===== src/hdl/ftm_pkg.sv =====
// shared constants and types for the frequency to note converter
package ftm_pkg;

    localparam int TABLE_BITS  = 10;
    localparam int FRAC_BITS   = 8;
    localparam int IN_WIDTH    = 23;
    localparam int MSB_W       = $clog2(IN_WIDTH);
    localparam int TABLE_DEPTH = 1 << TABLE_BITS;

    localparam int LOG_W       = 16;
    localparam int Y_W         = 32;
    localparam int ACC_W       = 24;
    localparam int SQ_STEPS    = ACC_W;
    localparam int STEP_W      = $clog2(SQ_STEPS);
    localparam int ACC_SHIFT   = ACC_W - LOG_W;

    localparam int C0_LOG2_Q16 = 198663;
    localparam int LOG_OFFSET  = FRAC_BITS * 65536 + C0_LOG2_Q16;
    localparam int FRAC12_W    = 26;

    localparam int NOTE_W      = 7;
    localparam int NOTE_MAX    = 127;
    localparam int NOTE_FULL_W = FRAC12_W - LOG_W;
    localparam int DEV_W       = 10;
    localparam int REM_W       = LOG_W + 1;
    localparam int DEV_SCALE   = 1000;
    localparam int DEV_PROD_W  = 28;
    localparam int HALF_Q16    = 32768;

    localparam int S_TDATA_W   = 24;
    localparam int M_TDATA_W   = 24;

    typedef struct packed {
        logic                  we;
        logic [TABLE_BITS-1:0] addr;
        logic [LOG_W-1:0]      data;
    } tbl_wr_t;

endpackage


===== src/hdl/ftm_table_fill.sv =====
// builds the log2 fraction table after reset by repeated squaring
module ftm_table_fill (
    input  logic            aclk,
    input  logic            aresetn,
    output logic            busy,
    output ftm_pkg::tbl_wr_t wr
);

    import ftm_pkg::*;

    typedef enum logic {ST_FILL, ST_DONE} fill_state_t;

    fill_state_t             state_reg;
    logic [TABLE_BITS-1:0]   idx_reg;
    logic [STEP_W-1:0]       step_reg;
    logic [Y_W-1:0]          y_reg;
    logic [ACC_W-1:0]        acc_reg;

    logic [Y_W-1:0]          y_cur;
    logic [ACC_W-1:0]        acc_cur;
    logic [2*Y_W-1:0]        prod;
    logic [Y_W:0]            sq;
    logic [Y_W-1:0]          y_next;
    logic [ACC_W-1:0]        acc_next;
    logic                    last_step;
    logic [ACC_W:0]          rounded;

    always_comb begin
        if (step_reg == '0) begin
            y_cur   = {1'b1, {(Y_W-1){1'b0}}} | (Y_W'(idx_reg) << (Y_W - 1 - TABLE_BITS));
            acc_cur = '0;
        end else begin
            y_cur   = y_reg;
            acc_cur = acc_reg;
        end
        prod = (2*Y_W)'(y_cur) * (2*Y_W)'(y_cur);
        sq   = prod[2*Y_W-1:Y_W-1];
        if (sq[Y_W]) begin
            y_next = sq[Y_W:1];
        end else begin
            y_next = sq[Y_W-1:0];
        end
        acc_next  = {acc_cur[ACC_W-2:0], sq[Y_W]};
        last_step = (step_reg == STEP_W'(SQ_STEPS - 1));
        rounded   = ((ACC_W+1)'(acc_next) + (ACC_W+1)'(1 << (ACC_SHIFT - 1))) >> ACC_SHIFT;
    end

    always_ff @(posedge aclk) begin
        if (!aresetn) begin
            state_reg <= ST_FILL;
            idx_reg   <= '0;
            step_reg  <= '0;
        end else begin
            unique case (state_reg)
                ST_FILL: begin
                    y_reg   <= y_next;
                    acc_reg <= acc_next;
                    if (last_step) begin
                        step_reg <= '0;
                        idx_reg  <= idx_reg + 1'b1;
                        if (idx_reg == '1) begin
                            state_reg <= ST_DONE;
                        end
                    end else begin
                        step_reg <= step_reg + 1'b1;
                    end
                end
                ST_DONE: begin
                    state_reg <= ST_DONE;
                end
                default: begin
                    state_reg <= ST_FILL;
                end
            endcase
        end
    end

    assign busy    = (state_reg == ST_FILL);
    assign wr.we   = (state_reg == ST_FILL) && last_step;
    assign wr.addr = idx_reg;
    assign wr.data = rounded[LOG_W-1:0];

endmodule


===== config.mk =====
export PLATFORM = sky130hd
export DESIGN_NAME = ftm_table_fill
export DESIGN_NICKNAME = d
export VERILOG_FILES = /design/src/hdl/ftm_pkg.sv /design/src/hdl/ftm_table_fill.sv
export SDC_FILE = /design/constraint.sdc
export NUM_CORES = 2
export LEC_CHECK = 0
export BUFFER_PORTS_ARGS = -buffer_cell sky130_fd_sc_hd__buf_2
export CAP_MARGIN = 20
export CORE_AREA = 2 2 366 368
export CTS_CLUSTER_SIZE = 28
export DETAILED_ROUTE_END_ITERATION = 10
export DIE_AREA = 0 0 368 370
export PLACE_DENSITY = 0.35
export REMOVE_ABC_BUFFERS = 1
export SLEW_MARGIN = 20
export SYNTH_ARGS = -nofsm -noshare
export SYNTH_HDL_FRONTEND = slang
export SYNTH_SLANG_ARGS = --single-unit
export TNS_END_PERCENT = 30

===== constraint.sdc =====
create_clock -name aclk -period 10.8 [get_ports aclk]
set_clock_uncertainty 0.2 [all_clocks]
set_input_delay 0 -clock aclk [delete_from_list [all_inputs] [get_ports aclk]]
set_output_delay 0 -clock aclk [all_outputs]
set_load 0.005 [all_outputs]

==> qor.csv <==
metric,value,unit
status,"complete, no violations",
endpoint_kind,flop,
worst_setup_path_start_kind,flop,
start_util,24.7,%
synth-edff-count,55,
h-tree-depth,3,
gp_congestion,0.827,
drive_gt1_share,5.51,%
ant_nets,0,
met2_usage,29.7,%
ys_seq_area_share,6.02,%
clkLatencyLatePin,0.35,ns
fp.dieH,370,um
drt_pass1_iterations,5,
critical_path_class,reg -> reg,
io_buffer_count,29,
synth_top_cell_area_share,48.3,%
fillers,14500,
nets,4564,
crit_fanout,23,
crit_path_top_delay_cell,and2_1,
num_vias,22700,
critPathArrivalTime,9.83,ns
placed_cell_area,35300,um^2
design.die.area,136000,um^2
post-route-min-period,9.93,ns
setup_ws,0.871,ns
reg2reg_setup_slack,0.87,ns
hold_violations,0,
ctsResizeCount,0,
crit_top_cell,fa_1,
grt_pass1_wl,174,mm
post_drt_via_cell_ratio,4.32,
grt_max_degree,120,
grt_pass1_vias,25800,
timing.rr.start,step_reg[0],
fin_util,26.9,%
ys_ff_latch,71,
synth.area.top_cells,"fa_1 48%, inv_1 12%, ha_1 11%",
synthFlopType,edfxtp_1,
syn2layout_area_growth,8.76,%
max_stage_delay,0.75,ns
wl_per_cell,21.8,um
fmax,101,MHz
yosys.area.top_type,fa_1,
largest_reg_flops,32,
critPathRequiredTime,10.70,ns
cts.sinks,71,
hpwl,92.4,mm
drt_iter0_drc,1301,
layout_worst_path_cycle_share,91.9,%
use_met3,1.02,%
grt_setup_unrepaired,false,
routed_wl,114,mm
synth_cell_types,74,
grt.overflow.total,0,
setup_viol,0,
startpoint,step_reg[0],
cts_setup_buffers,0,
syn_inst,3491,
worst_pin_slew,1.17,ns
dp_slack,0.863,ns
cts.reportedPaths.clkPinSlew,0.08,ns
ys_async_sr_fraction,0,%
syn_area,32800,um^2
synth_warnings,0,
slew_headroom,22.0,%
core_area,132000,um^2
hold_class,reg -> reg,
syn_area_per_cell,9.39,um^2
antenna_found_initial,9,
cts_tree,done,
clock-root-buffer,clkbuf_16,
slew_violations,0,
grt_usage,17.3,%
maxCapViolations,0,
rows,134,
grt.busiest_layer,met2,
min_from,acc_reg[4],
cts_buffers,9,
final_cell_area,35600,um^2
drc_errors,0,
num_io_pins,30,
die_width,368,um
grt_use_met1,24.6,%
cts_buffer_depth,2,
-- layout make-up --
class                      instances  area, um^2  share of cell area (%)
multi-input combinational       2263       26400                    74.2
inverter                        1008        3780                    10.6
tap                             1768        2210                    6.21
sequential                        71        1970                    5.53
timing repair buffer             127         946                    2.65
clock buffer                       9         225                   0.632
clock inverter                     7        55.1                   0.154
antenna                            2        5.00                  0.0140
-- worst max-delay path, delay by kind of cell, from the launching register on --
kind                     cells  cell delay, ns
flip-flops                   1            0.39
buffers and inverters        5            0.44
AO/OA/AOI/OAI                6            1.95
AND/OR/NAND/NOR              4            1.67
multiplexers                 1            0.31
adder cells (fa/ha/maj)     10            4.65
-- through the flow --
step	std cells	setup TNS (ns)	hold WS, ns
2_1_floorplan	3342	-34.30	-0.0823
3_3_place_gp	5236	0	0.229
3_5_place_dp	5236	0	0.223
4_1_cts	5253	0	0.328
5_1_grt	5253	0	0.331
6_report	5255	0	0.317
-- cell usage in the layout, fill, tap and decap left out, drive strengths merged, types with 15 or more instances in the layout --
cell type and instances:
edfxtp 55, o21ai 47, nand4 15, fa 791
inv 1011, ha 291, mux2 17, and2 63
mux2i 21, dfxtp 16, o21bai 22, nand2 306
buf 126, xnor2 45, nor2 92, a21o 30
nand3 28, xor2 48, and3 222, a21oi 76
-- per-layer routing --
layer / up-vias / share of wire [%]
met5: - / 0
met4: 0 / 1.3
met3: 49 / 2.7
met2: 331 / 49
met1: 11900 / 47
li1: 10400 / -
-- cells by family (layout without fill, tap and decap cells) --
logic type	count (synthesis)	in the layout	share of synthesized area (%)
fa+ha+maj	1082	1082	59.4
xor+xnor	93	93	2.54
mux	38	38	1.42
buf+inv	1157	1151	13.3
other cells	0	2	0
compound gates	259	259	5.19
flops	71	71	6.02
simple gates	791	791	12.1
-- synth_stat cells, types with 45 or more instances --
master,n
and2_1,61
and3_1,222
inv_1,1007
nand2_1,305
edfxtp_1,55
nor2_1,91
clkbuf_1,139
xor2_1,48
o21ai_0,45
ha_1,291
a21oi_1,76
fa_1,791
-- worst paths after layout --
| check | end | depth (start not counted) |
|---|---|---|
| max | y_reg[18] | 26 |
| max reg2reg | y_reg[18] | 26 |
| min | acc_reg[5] | 1 |
| min reg2reg | acc_reg[5] | 1 |
-- repair_timing --
action                                 CTS  global route
setup endpoints to repair                0             0
endpoints found under the hold margin   16             0
hold buffers                             1             0
Power is left out: the tool's default activity adds up to more than one toggle a clock period on the data nets, which glitch-free logic cannot reach.
