**config.mk**
```make
export PLATFORM = sky130hd
export DESIGN_NAME = ftm_note_round
export DESIGN_NICKNAME = d
export VERILOG_FILES = /design/src/hdl/ftm_pkg.sv /design/src/hdl/ftm_note_round.sv
export SDC_FILE = /design/constraint.sdc
export NUM_CORES = 1
export LEC_CHECK = 0
export ABC_CLOCK_PERIOD_IN_PS = 7000
export BUFFER_PORTS_ARGS = -buffer_cell sky130_fd_sc_hd__buf_2
export CAP_MARGIN = 20
export CORE_UTILIZATION = 45
export DETAILED_ROUTE_END_ITERATION = 7
export GPL_ROUTABILITY_DRIVEN = 0
export GPL_TIMING_DRIVEN = 0
export PLACE_DENSITY_LB_ADDON = 0.3
export SLEW_MARGIN = 0
export SYNTH_ARGS = -nofsm -noshare
export SYNTH_HDL_FRONTEND = slang
export SYNTH_SLANG_ARGS = --single-unit
export TNS_END_PERCENT = 10
```
**constraint.sdc**
```tcl
create_clock -name vclk -period 7
set_input_delay 0.35 -clock vclk [all_inputs]
set_output_delay 0.35 -clock vclk [all_outputs]
set_load 0.05 [all_outputs]
```
**src/hdl/ftm_pkg.sv**
```systemverilog
// shared constants and types for the frequency to note converter
package ftm_pkg;

    localparam int TABLE_BITS  = 10;
    localparam int FRAC_BITS   = 8;
    localparam int IN_WIDTH    = 23;
    localparam int MSB_W       = $clog2(IN_WIDTH);
    localparam int TABLE_DEPTH = 1 << TABLE_BITS;

    localparam int LOG_W       = 16;
    localparam int Y_W         = 32;
    localparam int ACC_W       = 24;
    localparam int SQ_STEPS    = ACC_W;
    localparam int STEP_W      = $clog2(SQ_STEPS);
    localparam int ACC_SHIFT   = ACC_W - LOG_W;

    localparam int C0_LOG2_Q16 = 198663;
    localparam int LOG_OFFSET  = FRAC_BITS * 65536 + C0_LOG2_Q16;
    localparam int FRAC12_W    = 26;

    localparam int NOTE_W      = 7;
    localparam int NOTE_MAX    = 127;
    localparam int NOTE_FULL_W = FRAC12_W - LOG_W;
    localparam int DEV_W       = 10;
    localparam int REM_W       = LOG_W + 1;
    localparam int DEV_SCALE   = 1000;
    localparam int DEV_PROD_W  = 28;
    localparam int HALF_Q16    = 32768;

    localparam int S_TDATA_W   = 24;
    localparam int M_TDATA_W   = 24;

    typedef struct packed {
        logic                  we;
        logic [TABLE_BITS-1:0] addr;
        logic [LOG_W-1:0]      data;
    } tbl_wr_t;

endpackage

```
**src/hdl/ftm_note_round.sv**
```systemverilog
// rounds the fractional note, derives the deviation and saturates the note
module ftm_note_round (
    input  logic                            zero,
    input  logic [ftm_pkg::FRAC12_W-1:0]    frac12,
    output logic [ftm_pkg::NOTE_W-1:0]      note_number,
    output logic [ftm_pkg::DEV_W-1:0]       deviation_tenths,
    output logic                            out_of_range
);

    import ftm_pkg::*;

    logic signed [FRAC12_W-1:0]    biased;
    logic signed [NOTE_FULL_W-1:0] note_full;
    logic signed [REM_W-1:0]       rem;
    logic signed [DEV_PROD_W-1:0]  dev_prod;
    logic signed [DEV_PROD_W-1:0]  dev_biased;
    logic signed [DEV_PROD_W-1:0]  dev_full;

    always_comb begin
        biased     = $signed(frac12 + FRAC12_W'(HALF_Q16));
        note_full  = biased[FRAC12_W-1:LOG_W];
        rem        = $signed({1'b0, biased[LOG_W-1:0]}) - $signed(REM_W'(HALF_Q16));
        dev_prod   = DEV_PROD_W'(rem) * $signed(DEV_PROD_W'(DEV_SCALE));
        dev_biased = dev_prod + $signed(DEV_PROD_W'(HALF_Q16));
        dev_full   = dev_biased >>> LOG_W;

        if (zero) begin
            note_number      = '0;
            deviation_tenths = '0;
            out_of_range     = 1'b1;
        end else begin
            deviation_tenths = dev_full[DEV_W-1:0];
            if (note_full < 0) begin
                note_number  = '0;
                out_of_range = 1'b1;
            end else if (note_full > $signed(NOTE_FULL_W'(NOTE_MAX))) begin
                note_number  = NOTE_W'(NOTE_MAX);
                out_of_range = 1'b1;
            end else begin
                note_number  = note_full[NOTE_W-1:0];
                out_of_range = 1'b0;
            end
        end
    end

endmodule

```
==> results of run 1 <==
## cells in the mapped netlist (2+ instances only)
| cell type | instances |
|---|---|
| inv_1 | 143 |
| xor2_1 | 11 |
| nand4_1 | 4 |
| nor2_1 | 14 |
| a21o_1 | 7 |
| o21a_1 | 2 |
| and2_1 | 2 |
| clkbuf_1 | 2 |
| nand3_1 | 10 |
| nand2_1 | 11 |
| o31ai_1 | 2 |
| nand2b_1 | 3 |
| nor3_1 | 3 |
| and3_1 | 10 |
| o21ai_0 | 4 |
| xnor2_1 | 18 |
| a211o_1 | 2 |
| a211oi_1 | 2 |
| nor2b_1 | 4 |
| and4_1 | 2 |
| a31oi_1 | 4 |
| a21oi_1 | 22 |
| ha_1 | 61 |
| fa_1 | 56 |
## metal layers
metal	share of wire (%)	wire, um
met5	0	0
met2	51	3330
met1	47	3060
met3	1.2	80
met4	0.046	3
## kinds of logic after synthesis
group / count (synthesis) / synth area share, %
XOR/XNOR: 29 / 7.26
buffers and inverters: 147 / 15.9
AND/OR/NAND/NOR: 71 / 11.0
multiplexers: 1 / 0.322
AO/OA/AOI/OAI: 57 / 11.7
adder cells (fa/ha/maj): 117 / 53.8
## worst max-delay path, cell delays in order
cell and delay, ns:
buf_2 0.14, inv_1 0.12, fa_1 0.52, fa_1 0.49, inv_1 0.05, fa_1 0.53
inv_1 0.05, fa_1 0.52, inv_1 0.04, ha_1 0.32, nand2_1 0.05, o21ai_0 0.29
a22o_1 0.28, a21oi_1 0.11, xnor2_1 0.20, ha_1 0.22, inv_1 0.07, a2111oi_4 0.31
nand4_1 0.15, a211oi_1 0.35, nor4_1 0.11, nor3b_2 0.15, buf_2 0.28
## area by class of cell
class              instances  area [um2]  area share (%)
repair buffers            45         225            5.85
well taps                 99         124            3.22
plain buffers              4        20.0           0.520
multi-input cells        275        2940            76.5
inverters                143         537            13.9
## per-stage QoR
step / hold WS, ns / instance area [um2] / setup WS [ns]
after floorplan: 1.09 / 3500 / 1.08
after global placement: 1.15 / 3850 / 0.996
after detailed placement: 1.16 / 3850 / 0.944
after CTS: 1.16 / 3850 / 0.932
after global routing: 1.19 / 3850 / 0.517
final: 1.16 / 3850 / 0.925
## how the worst min path moves through the flow
stage                from        endpoint  slack [ns]  cells after the start
3_5_place_dp   frac12[22]  note_number[6]        1.16                      4
6_report       frac12[22]  note_number[6]        1.16                      4
2_1_floorplan  frac12[17]  note_number[1]        1.09                      2
3_3_place_gp   frac12[22]  note_number[6]        1.15                      4
4_1_cts        frac12[22]  note_number[6]        1.16                      4
5_1_grt        frac12[22]  note_number[6]        1.19                      4
==> run summary, run 1 <==
The synthesized netlist net count is 566. The data arrival time of the worst path is 5.73 ns. The class of the tightest hold or removal check is in -> out.

The number of fillers in the final layout is 736. The overall overflow remaining after global route is 0. The transition time at the pin with the least slew margin is 0.878 ns. In this run the standard cell core region covers 7370 um2. Leaving out fill and tap cells, the most frequent cell in the layout is inv_1. Timing would allow up to 165 MHz.

The count of final setup violators came out at 0. The number of clock buffers in the layout came out at 0. The number of setup buffers added after CTS is 0. The count of endpoints failing hold in the final timing report came out at 0. Of all cell types, the one taking the most synthesized area is fa_1. The number of iterations in the first detailed-routing pass is 4. The number of distinct library cell variants in the gate-level netlist after synthesis came out at 47.

The iteration-0 DRC count of the detailed router is 101. In this run, placement finished with an instance count of 566. The global routing usage on met3 is 0.169%. In this run, post-CTS repair resized a total of 0 instances. Setup repair after global routing left no endpoint under its margin. By area the synthesized netlist is led by fa_1, ha_1, inv_1. The area growth from synthesis to layout is 9.97%. The first global-routing pass estimated 12,200 um of wire. The worst setup path endpoint is deviation_tenths[9]. The count of nets after finishing is 613. The width of the die is 90.2 um. The top cell types in the final layout, fill and taps aside, are inv_1, ha_1, fa_1, buf_2, a21oi_1.

The port buffer count came out at 45. The element type at the critical path end is an output pin. The average size of a mapped cell came out at 8.30 um2.

In the routed design, unresolved DRC markers number 0. The launch point of the critical path is frac12[6]. The count of vias placed by the detailed router is 2,760. After synthesis the cells add up to 3500 um2. The final count of pins violating max slew is 0. The kind of critical path is in -> out.

The count of max-cap constraint violations came out at 0. The sequential element share of the synthesized area is 0%. After detailed routing, the average wire length per cell comes to 11.4 um. The height of the die came out at 90.2 um. 45 I/O pins were placed. The hold-fix buffer count after cts is 0. After floorplanning, the core was divided into 31 placement rows. The post-DP HPWL is 5930 um. The via count of the first global-routing pass came to 2,888. Global routing used 17.6% of the available tracks. The number of antenna violations at the first check in global routing was 0. Using the TritonRoute via totals, the vias-per-cell ratio works out to 4.88.

The biggest fanout along the worst timing path is 5. The setup total negative slack is 0 ns. Summed over its instances, the top area cell type makes up 32.0% of the synthesized netlist area. The total of warnings raised by yosys is 0.

The flow ran to the end, and the final reports show no timing, DRC or antenna violations. The worst-case headroom to the max-slew limit came out at 41.0%. The critical path data required time came out at 6.65 ns. In the synthesized netlist, the number of instances is 422. The number of sequential cells in the layout is 0. The layer flagged by global routing as most heavily used is met2. The met2 capacity usage during global routing is 34.0%. For the finished layout, the period the worst path requires is 6.08 ns. STA classifies the critical path startpoint as a primary input. The count of nets left with antenna violations once routing finished came out at 0.

The total detailed-routing wirelength is 6470 um. The final cell count without fillers is 566. The floorplan step defined a die boundary enclosing 8140 um2. The routing usage on met1 came out at 22.9%. The antenna diode count is 0.

The portion of the clock cycle consumed by the worst path in the final layout is 86.8%. The layout cell share with drive strength beyond 1 came out at 12.2%. The starting density of the core is 47.5%.

The largest net degree at the start of global routing is 17. The final cell utilization of the core is 52.2%. The sequential cells in the finished layout cover a total of 0 um2.
Power of run 1 is left out: the tool's default activity adds up to more than one toggle a clock period on the data nets, which glitch-free logic cannot reach.
==> run 2, diff against run 1 <==
--- a/config.mk
+++ b/config.mk
@@ -9,4 +9,5 @@
 export BUFFER_PORTS_ARGS = -buffer_cell sky130_fd_sc_hd__buf_2
 export CAP_MARGIN = 20
+export CORE_MARGIN = 4
 export CORE_UTILIZATION = 45
 export DETAILED_ROUTE_END_ITERATION = 7
==> constraint.sdc (replaced) <==
create_clock -name vclk -period 7
set_input_delay 0.7 -clock vclk [all_inputs]
set_output_delay 0.7 -clock vclk [all_outputs]
set_load 0.05 [all_outputs]
==> run summary, run 2 (synthesis results as in run 1) <==
The critical path data required time came out at 6.30 ns (was 6.65 ns). The class of the tightest hold or removal check was in -> out (unchanged). The kind of critical path is in -> out (unchanged). The number of iterations in the first detailed-routing pass is 4 (unchanged).

The overall overflow remaining after global route was 0 (unchanged). The endpoint of the worst hold path is note_number[6] (unchanged). The family with the most delay on the worst path is adder cells (unchanged). The count of vias placed by the detailed router came out at 2,786 (was 2,760).

The count of final setup violators was 0 (unchanged). The smallest hold slack was 1.85 ns (was 1.16 ns). The data arrival time of the worst path is 6.04 ns (was 5.73 ns). The placed cell count came out at 566 (unchanged). The number of fillers in the final layout came to 745 (was 736). The area of the die is 9250 um2 (was 8140 um2). The area of the core was 7410 um2 (was 7370 um2).

The number of clock buffers in the layout is 0 (unchanged). The number of sequential cells in the layout came out at 0 (unchanged). The count of max-cap constraint violations is 0 (unchanged). The height of the die is 96.2 um (was 90.2 um). The time the final worst path needs with I/O delays and setup is 6.74 ns (was 6.08 ns).

The via count of the first global-routing pass is 2,872 (was 2,888). The starting density of the core is 47.3% (was 47.5%). The number of primary I/O pins was 45 (unchanged). The post-detailed-route DRC marker count is 0 (unchanged). The via density per instance came out at 4.90 (was 4.88). The port buffer count came out at 45 (unchanged). The worst-case headroom to the max-slew limit is 40.8% (was 41.0%). The final cell count without fillers came out at 569 (was 566). The cell with the biggest individual delay on the critical path is fa_1 (unchanged). The transition time at the pin with the least slew margin is 0.880 ns (was 0.878 ns).

The standard cell area after detailed placement is 3850 um2 (unchanged). The launch point of the critical path is frac12[7] (was frac12[6]). The critical path buffer and inverter count is 7 (unchanged).

The iteration-0 DRC count of the detailed router was 114 (was 101). The total global-route track usage came out at 15.6% (was 17.6%). The maximum clock rate came out at 148 MHz (was 165 MHz). The global-route wire length before repair is 12,100 um (was 12,200 um). The cell repeated most along the worst path is inv_1 (unchanged). Run status: finished, final reports clean (unchanged).

The post-route cell area was 3890 um2 (was 3850 um2). The count of endpoints failing hold in the final timing report came to 0 (unchanged). The antenna diode count is 0 (unchanged). The number of antenna violations at the first check in global routing was 0 (unchanged).

The per-cell routed wire length is 11.6 um (was 11.4 um). The layout cell share with drive strength beyond 1 is 14.0% (was 12.2%). The register cell area after layout came out at 0 um2 (unchanged). The remaining number of nets flagged by the antenna check after routing came to 0 (unchanged).

Commonest non-fill, non-tap cells in the layout: inv_1, ha_1, fa_1, buf_2, a21oi_1 (unchanged). The final count of pins violating max slew came out at 0 (unchanged). The hold-fix buffer count after cts is 0 (unchanged). The startpoint of the most critical hold path is frac12[22] (unchanged). The largest net degree at the start of global routing came out at 17 (unchanged). The portion of the clock cycle consumed by the worst path in the final layout came out at 96.3% (was 86.8%).

The cell count of the worst hold path came out at 4 (unchanged). The count of nets after finishing is 616 (was 613). The type of element launching the critical path is a primary input (unchanged). The commonest non-fill, non-tap cell in the layout is inv_1 (unchanged). The total detailed-routing wirelength is 6630 um (was 6470 um).

The biggest fanout along the worst timing path is 5 (unchanged). The post-DP HPWL is 6070 um (was 5930 um). The maximum cell stage delay along the critical path is 0.53 ns (about the same). The standard-cell row count came out at 31 (unchanged). The area growth from synthesis to layout is 11.2% (was 9.97%).

The element type at the critical path end is an output pin (unchanged). The width of the die came out at 96.2 um (was 90.2 um). Crit-path cells: buf_2 > inv_1 > fa_1 > fa_1 > inv_1 > fa_1 > inv_1 > fa_1 > inv_1 > ha_1 > and4_2 > a22o_2 > a21oi_2 > xnor2_1 > ha_2 > inv_1 > a2111oi_4 > and2_4 > a31oi_1 > o31ai_1 > nor3b_2 > buf_6 (was buf_2 > inv_1 > fa_1 > fa_1 > inv_1 > fa_1 > inv_1 > fa_1 > inv_1 > ha_1 > nand2_1 > o21ai_0 > a22o_1 > a21oi_1 > xnor2_1 > ha_1 > inv_1 > a2111oi_4 > nand4_1 > a211oi_1 > nor4_1 > nor3b_2 > buf_2).
[run 2: cell count changes in the layout (fill, tap and decap cells not counted), sizes merged]
cell	delta
buf	+3
[run 2: repair_timing]
item / in CTS / in global routing
gates resized for setup: 0 / 10
setup buffers: 0 / 3
endpoints found under the setup margin: 0 / 1
[run 2: worst max-delay path by stage]
stage | slack, ns | to | depth (start not counted)
CTS | 0.19 | deviation_tenths[9] | 23
global route | -0.02 | deviation_tenths[9] | 22
finish | 0.26 | deviation_tenths[9] | 22
detailed placement | 0.21 | deviation_tenths[9] | 22
floorplan | 0.38 | deviation_tenths[7] | 19
global placement | 0.30 | deviation_tenths[9] | 22
[run 2: area by class of cell]
type	instances	area, um2	area share, %
Multi-Input combinational cell	275	2960	76.0
Tap cell	99	124	3.18
Inverter	143	537	13.8
Timing Repair Buffer	48	254	6.53
Buffer	4	20.0	0.514
[run 2: routing by layer]
metal / GRT usage (%) / share of wire (%) / vias to the layer above
met3: 0.156 / 0.94 / 2
met4: 0.355 / 0.21 / 0
met2: 29.0 / 52 / 15
met1: 21.5 / 47 / 1360
met5: 0 / 0 / -
li1: - / - / 1409
[run 2: stage by stage]
stage          util (%)  setup slack, ns  TNS (ns)
2_1_floorplan         -            0.381         0
3_3_place_gp       52.0            0.295         0
3_5_place_dp       52.0            0.207         0
4_1_cts            52.0            0.191         0
5_1_grt            52.5          -0.0150   -0.0150
6_report           52.5            0.256         0
Power of run 2 is left out for the same reason.
==> run 3, diff against run 2 <==
CELL_PAD_IN_SITES_DETAIL_PLACEMENT = 1   (was unset)
CELL_PAD_IN_SITES_GLOBAL_PLACEMENT = 1   (was unset)
==> run summary, run 3 (synthesis results as in run 1) <==
Run status: finished, final reports clean (unchanged). The post-route cell area is 3900 um2 (was 3890 um2). The area growth from synthesis to layout came out at 11.5% (was 11.2%). Crit-path cells: buf_2 > inv_2 > fa_1 > fa_1 > inv_1 > fa_1 > inv_1 > fa_1 > inv_1 > ha_1 > and4_2 > a22o_4 > a21oi_2 > xnor2_1 > ha_1 > inv_1 > a2111oi_4 > and2_4 > a31oi_1 > o31ai_1 > nor3b_2 > buf_6 (was buf_2 > inv_1 > fa_1 > fa_1 > inv_1 > fa_1 > inv_1 > fa_1 > inv_1 > ha_1 > and4_2 > a22o_2 > a21oi_2 > xnor2_1 > ha_2 > inv_1 > a2111oi_4 > and2_4 > a31oi_1 > o31ai_1 > nor3b_2 > buf_6). The area of the die was 9250 um2 (unchanged).

The standard cell area after detailed placement is 3850 um2 (unchanged). The via density per instance is 4.99 (was 4.90). The count of nets after finishing came out at 615 (was 616). The number of sequential cells in the layout is 0 (unchanged). The count of max-cap constraint violations came to 0 (unchanged). The biggest fanout along the worst timing path was 5 (unchanged). The final count of pins violating max slew came out at 0 (unchanged). The iteration-0 DRC count of the detailed router is 59 (was 114). The via count of the first global-routing pass came to 3,160 (was 2,872). The total global-route track usage came out at 18.7% (was 15.6%). The number of primary I/O pins was 45 (unchanged). The number of iterations in the first detailed-routing pass came out at 4 (unchanged). The post-detailed-route DRC marker count came out at 0 (unchanged).

The post-DP HPWL is 7270 um (was 6070 um). The number of antenna violations at the first check in global routing is 0 (unchanged). Commonest non-fill, non-tap cells in the layout: inv_1, ha_1, fa_1, buf_2, a21oi_1 (unchanged).

The maximum cell stage delay along the critical path came to 0.53 ns (about the same). The cell with the biggest individual delay on the critical path is fa_1 (unchanged). The transition time at the pin with the least slew margin is 0.952 ns (was 0.880 ns). The register cell area after layout came to 0 um2 (unchanged).

The number of clock buffers in the layout came out at 0 (unchanged). The startpoint of the most critical hold path was frac12[22] (unchanged). The portion of the clock cycle consumed by the worst path in the final layout came out at 96.4% (was 96.3%). The family with the most delay on the worst path is adder cells (unchanged). The remaining number of nets flagged by the antenna check after routing came out at 0 (unchanged). The total detailed-routing wirelength came to 7890 um (was 6630 um). The critical path data required time is 6.30 ns (about the same). The width of the die came out at 96.2 um (unchanged). The largest net degree at the start of global routing is 17 (unchanged).

The endpoint of the worst hold path is note_number[6] (unchanged). The maximum clock rate was 148 MHz (about the same). The worst-case headroom to the max-slew limit came out at 36.0% (was 40.8%).

The type of element launching the critical path is a primary input (unchanged). The count of final setup violators is 0 (unchanged). The port buffer count came out at 45 (unchanged). The height of the die is 96.2 um (unchanged). The hold-fix buffer count after cts is 0 (unchanged). The global-route wire length before repair came out at 14,000 um (was 12,100 um). The standard-cell row count is 31 (unchanged). The area of the core came out at 7410 um2 (unchanged).

The count of endpoints failing hold in the final timing report is 0 (unchanged). The layout cell share with drive strength beyond 1 is 14.5% (was 14.0%). The launch point of the critical path is frac12[7] (unchanged). The class of the tightest hold or removal check is in -> out (unchanged). The element type at the critical path end is an output pin (unchanged). The cell count of the worst hold path is 4 (unchanged). The overall overflow remaining after global route came out at 0 (unchanged). The count of vias placed by the detailed router came out at 2,836 (was 2,786).

The kind of critical path is in -> out (unchanged). The data arrival time of the worst path is 6.05 ns (was 6.04 ns). The starting density of the core is 47.3% (unchanged). The time the final worst path needs with I/O delays and setup came out at 6.75 ns (was 6.74 ns). The per-cell routed wire length came out at 13.9 um (was 11.6 um). The critical path buffer and inverter count is 7 (unchanged).

The commonest non-fill, non-tap cell in the layout was inv_1 (unchanged). The antenna diode count is 0 (unchanged).
## run 3: what timing repair did
item,CTS,global route
hold endpoints to repair,0,0
setup endpoints to repair,0,1
gates resized for setup,0,13
buffers inserted,0,2
## run 3: routing by layer
metal / global-route usage [%] / share of wire [%] / routed length, um
met5: 0 / 0 / 0
met4: 1.30 / 0.85 / 67
met3: 0.547 / 1.6 / 126
met2: 35.3 / 53 / 4210
met1: 24.6 / 44 / 3490
## run 3: stage by stage
step           TNS [ns]  cells  hold WS (ns)  util [%]  setup slack, ns
4_1_cts               0    566          1.90      52.0            0.176
5_1_grt         -0.0250    568          1.92      52.7          -0.0250
3_5_place_dp          0    566          1.89      52.0            0.204
3_3_place_gp          0    566          1.86      52.0            0.294
2_1_floorplan         0    422          1.79         -            0.381
6_report              0    568          1.90      52.7            0.253
## run 3: how the worst max path moves through the flow
stage	slack, ns	cells after the start	to
2_1_floorplan	0.38	19	deviation_tenths[7]
3_3_place_gp	0.29	22	deviation_tenths[9]
3_5_place_dp	0.20	22	deviation_tenths[9]
4_1_cts	0.18	22	deviation_tenths[9]
5_1_grt	-0.02	22	deviation_tenths[9]
6_report	0.25	22	deviation_tenths[9]
## run 3: layout make-up
type	instances	area, um2
timing repair buffer	47	246
fill	937	3500
inverter	143	537
multi-input combinational	275	2980
tap	99	124
buffer	4	20.0
Power of run 3 is left out for the same reason.
